`src/hdl/chsr_pkg.sv`:
```
// Shared constants, codes and controller/datapath interface types for the heat-map strip renderer.
`default_nettype none
package chsr_pkg;

    localparam int WIDTH_MAX    = 256;
    localparam int CORES_MAX    = 8;
    localparam int PALETTE_SIZE = 1000;

    localparam int COL_W       = 8;
    localparam int ROW_W       = 4;
    localparam int CORE_W      = 3;
    localparam int FRAME_AW    = ROW_W + COL_W;
    localparam int FRAME_DEPTH = 1 << FRAME_AW;
    localparam int PAL_AW      = 10;
    localparam int PIX_W       = 32;
    localparam int FREQ_W      = 16;
    localparam int USAGE_W     = 10;
    localparam int NUM_W       = 26;
    localparam int QUO_W       = 10;
    localparam int MODE_W      = 3;
    localparam int CNT_W       = 4;

    localparam int CFG_IDX_W  = 2;
    localparam int CFG_DATA_W = 9;
    localparam int CFG_COLS_W = 9;
    localparam int CFG_CORE_W = 4;

    localparam logic [PAL_AW-1:0]     CLAMP_MAX   = PAL_AW'(999);
    localparam logic [PAL_AW-1:0]     FREQ_SCALE  = PAL_AW'(1000);
    localparam logic [CFG_COLS_W-1:0] COLS_MAX    = CFG_COLS_W'(WIDTH_MAX);
    localparam logic [CFG_COLS_W-1:0] COLS_RESET  = CFG_COLS_W'(256);
    localparam logic [CFG_CORE_W-1:0] CORES_LIMIT = CFG_CORE_W'(CORES_MAX);
    localparam logic [CFG_CORE_W-1:0] CORES_RESET = CFG_CORE_W'(1);
    localparam logic                  LAYOUT_RESET = 1'b1;

    localparam logic [CNT_W-1:0] DIV_STEPS = CNT_W'(QUO_W);
    localparam logic [CNT_W-1:0] MOD_STEPS = CNT_W'(CFG_COLS_W);

    localparam logic [CFG_IDX_W-1:0] CFG_COLUMNS = 2'd0;
    localparam logic [CFG_IDX_W-1:0] CFG_CORES   = 2'd1;
    localparam logic [CFG_IDX_W-1:0] CFG_LAYOUT  = 2'd2;

    typedef enum logic [MODE_W-1:0] {
        MODE_USAGE_PAL = 3'd0,
        MODE_FREQ_PAL  = 3'd1,
        MODE_SAMPLE    = 3'd2,
        MODE_END_COL   = 3'd3,
        MODE_READ      = 3'd4
    } t_mode;

    typedef enum logic [3:0] {
        ST_CLEAR,
        ST_IDLE,
        ST_SAMP_A,
        ST_SAMP_B,
        ST_DIV_LD,
        ST_DIV,
        ST_FREQ_RD,
        ST_FREQ_WR,
        ST_MOD_LD,
        ST_MOD,
        ST_FRM_RD,
        ST_FRM_OUT
    } t_state;

    typedef struct packed {
        logic load;
        logic pal_wr_usage;
        logic pal_wr_freq;
        logic adv;
        logic clr_start;
        logic clr_step;
        logic samp_rd;
        logic usage_wr;
        logic div_ld_freq;
        logic div_ld_mod;
        logic div_step;
        logic freq_rd;
        logic freq_wr;
        logic frm_rd;
        logic out_load;
    } t_cmd;

    typedef struct packed {
        logic              cfg_hit;
        logic              core_ok;
        logic              layout;
        logic              clr_last;
        logic              out_free;
        logic [MODE_W-1:0] in_mode;
    } t_status;

endpackage
`default_nettype wire

```
`src/hdl/chsr_ctrl.sv`:
```
// Sequencing state machine for the heat-map strip renderer.
`default_nettype none
module chsr_ctrl (
    input  wire logic             i_clk,
    input  wire logic             i_rst_n,
    input  wire logic             i_in_valid,
    input  wire chsr_pkg::t_status i_stat,
    output chsr_pkg::t_cmd        o_cmd,
    output logic                  o_in_stall
);

    chsr_pkg::t_state                r_state, n_state;
    logic [chsr_pkg::CNT_W-1:0]      r_cnt, n_cnt;

    always_ff @(posedge i_clk) begin
        if (!i_rst_n) begin
            r_state <= chsr_pkg::ST_CLEAR;
            r_cnt   <= '0;
        end else begin
            r_state <= n_state;
            r_cnt   <= n_cnt;
        end
    end

    // hold the input off while busy and while a register write restarts the clear
    assign o_in_stall = (r_state != chsr_pkg::ST_IDLE) || i_stat.cfg_hit;

    always_comb begin
        n_state = r_state;
        n_cnt   = r_cnt;
        o_cmd   = '0;
        case (r_state)
            chsr_pkg::ST_CLEAR: begin
                o_cmd.clr_step = 1'b1;
                if (i_stat.clr_last) n_state = chsr_pkg::ST_IDLE;
            end
            chsr_pkg::ST_IDLE: begin
                if (i_in_valid) begin
                    o_cmd.load = 1'b1;
                    if (i_stat.in_mode == chsr_pkg::MODE_USAGE_PAL) begin
                        o_cmd.pal_wr_usage = 1'b1;
                    end else if (i_stat.in_mode == chsr_pkg::MODE_FREQ_PAL) begin
                        o_cmd.pal_wr_freq = 1'b1;
                    end else if (i_stat.in_mode == chsr_pkg::MODE_SAMPLE) begin
                        n_state = chsr_pkg::ST_SAMP_A;
                    end else if (i_stat.in_mode == chsr_pkg::MODE_END_COL) begin
                        o_cmd.adv = 1'b1;
                    end else if (i_stat.in_mode == chsr_pkg::MODE_READ) begin
                        n_state = chsr_pkg::ST_MOD_LD;
                    end
                end
            end
            chsr_pkg::ST_SAMP_A: begin
                // drop samples for cores beyond the active count
                if (i_stat.core_ok) begin
                    o_cmd.samp_rd = 1'b1;
                    n_state       = chsr_pkg::ST_SAMP_B;
                end else begin
                    n_state = chsr_pkg::ST_IDLE;
                end
            end
            chsr_pkg::ST_SAMP_B: begin
                o_cmd.usage_wr = 1'b1;
                n_state = i_stat.layout ? chsr_pkg::ST_DIV_LD : chsr_pkg::ST_IDLE;
            end
            chsr_pkg::ST_DIV_LD: begin
                o_cmd.div_ld_freq = 1'b1;
                n_cnt   = chsr_pkg::DIV_STEPS;
                n_state = chsr_pkg::ST_DIV;
            end
            chsr_pkg::ST_DIV: begin
                o_cmd.div_step = 1'b1;
                n_cnt = r_cnt - 1'b1;
                if (r_cnt == chsr_pkg::CNT_W'(1)) n_state = chsr_pkg::ST_FREQ_RD;
            end
            chsr_pkg::ST_FREQ_RD: begin
                o_cmd.freq_rd = 1'b1;
                n_state = chsr_pkg::ST_FREQ_WR;
            end
            chsr_pkg::ST_FREQ_WR: begin
                o_cmd.freq_wr = 1'b1;
                n_state = chsr_pkg::ST_IDLE;
            end
            chsr_pkg::ST_MOD_LD: begin
                o_cmd.div_ld_mod = 1'b1;
                n_cnt   = chsr_pkg::MOD_STEPS;
                n_state = chsr_pkg::ST_MOD;
            end
            chsr_pkg::ST_MOD: begin
                o_cmd.div_step = 1'b1;
                n_cnt = r_cnt - 1'b1;
                if (r_cnt == chsr_pkg::CNT_W'(1)) n_state = chsr_pkg::ST_FRM_RD;
            end
            chsr_pkg::ST_FRM_RD: begin
                o_cmd.frm_rd = 1'b1;
                n_state = chsr_pkg::ST_FRM_OUT;
            end
            chsr_pkg::ST_FRM_OUT: begin
                // hold until the output register is free
                if (i_stat.out_free) begin
                    o_cmd.out_load = 1'b1;
                    n_state = chsr_pkg::ST_IDLE;
                end
            end
            default: begin
                n_state = chsr_pkg::ST_CLEAR;
            end
        endcase

        // any write to a known configuration register restarts the clearing pass
        if (i_stat.cfg_hit) begin
            o_cmd           = '0;
            o_cmd.clr_start = 1'b1;
            n_state         = chsr_pkg::ST_CLEAR;
        end
    end

endmodule
`default_nettype wire

```
`config.mk`:
```
export PLATFORM = sky130hd
export DESIGN_NAME = chsr_ctrl
export DESIGN_NICKNAME = d
export VERILOG_FILES = /design/src/hdl/chsr_pkg.sv /design/src/hdl/chsr_ctrl.sv
export SDC_FILE = /design/constraint.sdc
export NUM_CORES = 1
export LEC_CHECK = 0
export BUFFER_PORTS_ARGS = -buffer_cell sky130_fd_sc_hd__buf_2
export CORE_MARGIN = 2
export CORE_UTILIZATION = 51
export DETAILED_ROUTE_END_ITERATION = 16
export PLACE_DENSITY_LB_ADDON = 0.25
export SYNTH_ARGS = -nofsm -noshare
export SYNTH_HDL_FRONTEND = slang
export SYNTH_SLANG_ARGS = --single-unit
export TNS_END_PERCENT = 1
```
`constraint.sdc`:
```
create_clock -name i_clk -period 3.1 [get_ports i_clk]
set_input_delay 0.31 -clock i_clk [delete_from_list [all_inputs] [get_ports i_clk]]
set_output_delay 0.31 -clock i_clk [all_outputs]
set_load 0.005 [all_outputs]
```
-- Yosys cells after proc, flatten, opt, wreduce, memory -nomap -nowiden
Cells that the tools add are included.
- bits in registers: 8
- input bits: 11
- output and inout port bits: 16
- add/subtract/negate cells: 1
- eq/ne operators: 26
- mux-type cells: 35
- bitwise operators: 1
- reductions and logical operators: 7
- operators with widths (cell ; count):
    two-way mux 4 bit ; 12
    case mux 4 bit (12 select lines) ; 1
    two-way mux 1 bit ; 17
    equality test 4 x 3 -> 1 bit (second input constant) ; 4
    equality test 4 bit (second input constant) ; 4
    two-way mux 15 bit ; 1
    inequality test 2 bit (second input constant) ; 7
    case mux 4 bit (3 select lines) ; 1
    AND reduction 9 bit ; 1
    equality test 4 x 1 -> 1 bit (second input constant) ; 2
    equality test 4 x 2 -> 1 bit (second input constant) ; 2
    equality test 3 x 2 -> 1 bit (second input constant) ; 2
    inequality test 3 bit (second input constant) ; 2
    logical NOT 4 bit ; 1
    two-way mux 2 bit ; 2
    inequality test 4 x 1 -> 1 bit (second input constant) ; 1
    OR reduction 2 bit ; 2
    subtractor 4 x 1 -> 4 bit (second input constant) ; 1
    equality test 3 x 1 -> 1 bit (second input constant) ; 1
    equality test 3 bit (second input constant) ; 1
    logical NOT 3 bit ; 1
    two-way mux 3 bit ; 1
    nonzero test 3 bit ; 1
    logical OR 1 bit ; 1
    NOT 1 bit ; 1

-- Logic depth before layout (Yosys ltp)
- word-level depth: 8
- mapped depth: 6
- depth with buffers taken out: 6

-- Worst setup path after synthesis
No wires, ideal clock.
- path kind: flip-flop to output port
- start point: reg r_state[3]
- end point: out o_cmd[8] (netlist bit)
- arrival: 1.297 ns
- required time: 2.790 ns
- slack: 1.493 ns
- cell stages (with the launch flop): 5
- path buffers: 2
- path through: dfxtp_1 > buf_2 > clkbuf_1 > or3_1 > nor3_1
- RTL lines (what ; RTL line ; text):
    start: declaration ; chsr_ctrl.sv:12 ; chsr_pkg::t_state r_state, n_state;
    start signal: assignment ; chsr_ctrl.sv:17 ; r_state <= chsr_pkg::ST_CLEAR;
    start signal: assignment ; chsr_ctrl.sv:20 ; r_state <= n_state;
    end: declaration ; chsr_ctrl.sv:8 ; output chsr_pkg::t_cmd o_cmd,

==> results.md <==
* Outcome: complete, no violations
* Core Rows at 13
* Area leader, netlist: dfxtp_1
* Leading cell types in the layout, fill and taps excluded: buf_2 (26), nor2_1 (14), nand2_1 (11)
* WP data required at 2790 ps
* H-tree Lvls at 1
* Syn. warnings at 0
* Avg Vias per Cell at approximately 5.7
* Syn_area_per_cell at 6.98 sq um
* DRC Markers at 0
* Initial Utilization at 0.560
* Worst EP arrival at 1860 ps
* #FFs+latches synth at 8
* Area taken by flip-flops and latches at 160 sq um
* Hold Worst Slack at 352 ps
* I/O Pins at 27
* Reg2reg start: r_state[1]
* Share of cells above drive strength 1 at 0.266
* MaxCap Viol Count at 0
* Worst-case clock buffer depth at 2
* GRT overflow at 0
* Core footprint at 0.00133 sq mm
* Critical Path Source: r_state[0]
* Async set-or-reset flop fraction in the synthesized netlist at 0
* CTS Sinks at 8
* Tightest Pin Transition at 743 ps
* Die area at ~0.0018 sq mm
* Count of cell types in the netlist at 37
* Max_slew headroom at 0.504
* Crit. End Element: output pin
* Fill count at 135
* Post-Route Skew at 0.606 ps
* Largest cells by area after synthesis: dfxtp_1 (21%), nor2_1 (7.0%), nor3_1 (6.7%), nand2_1 (5.5%), a21oi_1 (4.0%)
* Pin count of the biggest net entering global routing at 24
* Hpwl dp at between 1000 and 1500 um
* Worst skew pair latency at 250 ps
* Synth Flop Type: dfxtp_1
* Antenna violations before repair at 0
* Synth Instances at ~110
* Initial DRC count at 26
* Detailed Routing Iterations Pass 1 at 4
* Leading cell type in the layout, fill and taps excluded: buf_2
* Wire length per cell at 12.0 um
* # setup viols final at 0
* Syn nets at 120
* Final wirelength at 1710 um
* Via count of the first global-routing pass at around 660
* CTS clk-pin slew, worst paths at 50 ps
* Remaining antenna violation count at 0
* Min cycle time layout at 2170 ps
* Seq/Total Area, Yosys at 0.214
* N_diodes at 0
* Worst Hold Class: input pin to flop
* Final nets at 143
* Post-synth EDFFs at 0
* CP startpoint kind: flop
* Fmax at 0.460 GHz
* P&R area growth vs syn at 17.1%
* Vias at between 800 and 900
* Num CTS Buffers at 3
* All-Layer GR Usage at 0.200
* GPL Wtd Cong at about 0.81
* Top cell type's share of synthesized area at 0.214
* Setup TNS at 0 ps
* Die X at 42.3 um
* Multi-input gate area at 520 sq um
* Final hold vios at 0
* Netlist Area Pre-Place at 747 sq um
* Post-CTS Hold Buffers at 0
* Die H at 42.3 um
* First-pass GRT wire length at 2790 um
* Max VDD drop at 212 uV
* CTS tree: yes
* Max-slew violations at 0
* Postcts setup bufs at 0
* Critical Path Fanout Max at 17
* Worst Min Path Start: i_rst_n
* Root buffer selected by CTS: clkbuf_4
* Leakage at 0.386 nW
* Critical path type: flop to output pin
* Final Cycle Share at 0.701
* Post-cts sizing count at 0
* RSZ-0062 raised after global routing: no
* Port bufs at 26
* Power per cell area at 281 mW/mm^2
synth_stat cells (all sizes together), types with 3 or more instances:
cell type,n
buf,4
clkbuf,4
o21ai,3
nand4b,3
dfxtp,8
nor2b,3
a21oi,7
nand2b,3
and3,3
inv,6
nor2,14
nand2,11
nor3,10
kinds of logic (layout without fill, tap and decap cells):
logic type               after synthesis  after routing  share of synthesized area
flip-flops                             8              8                      0.214
multiplexers                           2              2                     0.0268
adder cells (fa/ha/maj)                2              2                     0.0335
AO/OA/AOI/OAI                         20             20                      0.193
AND/OR/NAND/NOR                       59             59                      0.420
buffers and inverters                 14             35                     0.0888
XOR/XNOR                               2              2                     0.0235
routing by layer:
metal	share of wire	GRT usage	vias to the layer above	wire length, um
met5	0	0	-	0
met4	0	0.0375	0	0
met3	0.057	0.0776	0	97
met2	0.47	0.323	20	799
met1	0.48	0.253	361	812
li1	-	-	429	-
worst max-delay path, stage by stage, from the launching register on:
cell and delay (ps):
dfxtp_1 690, nor3b_1 340, nand3_1 160, nor2_1 150, and3_1 160, buf_2 100
per-stage QoR:
stage / area [sq um] / util / worst slack [ps] / cells / total power, mW
2_1_floorplan: 747 / - / 1490 / 107 / 0.150
5_1_grt: 875 / 0.656 / 675 / 143 / 0.261
3_3_place_gp: 852 / 0.639 / 1270 / 140 / 0.166
4_1_cts: 875 / 0.656 / 928 / 143 / 0.249
6_report: 875 / 0.656 / 926 / 143 / 0.246
3_5_place_dp: 852 / 0.639 / 1210 / 140 / 0.168
sequential cells by signal, indices dropped and copies added (netlist names):
name	flops
r_state	4
r_cnt	4
where the power goes:
| part | leakage, nW | switching [mW] | internal (mW) |
|---|---|---|---|
| clock | 0.0138 | 0.0359 | 0.0443 |
| combinational | 0.308 | 0.0261 | 0.0241 |
| sequential | 0.0648 | 0.00960 | 0.106 |
cell type report:
cell class / count / area share
multi-input cells: 85 / 0.595
flip-flops and latches: 8 / 0.183
repair buffers: 26 / 0.149
clock buffers: 3 / 0.0258
inverters: 6 / 0.0258
well taps: 15 / 0.0215
final timing paths:
path / slack, ps / cells after the start / end
worst max-delay path: 930 / 5 / o_cmd[11]
worst min-delay path: 350 / 2 / r_cnt[0]
worst max register to register: 1360 / 5 / r_state[0]
worst min register to register: 490 / 2 / r_cnt[2]
(Power assumes the default switching activity.)
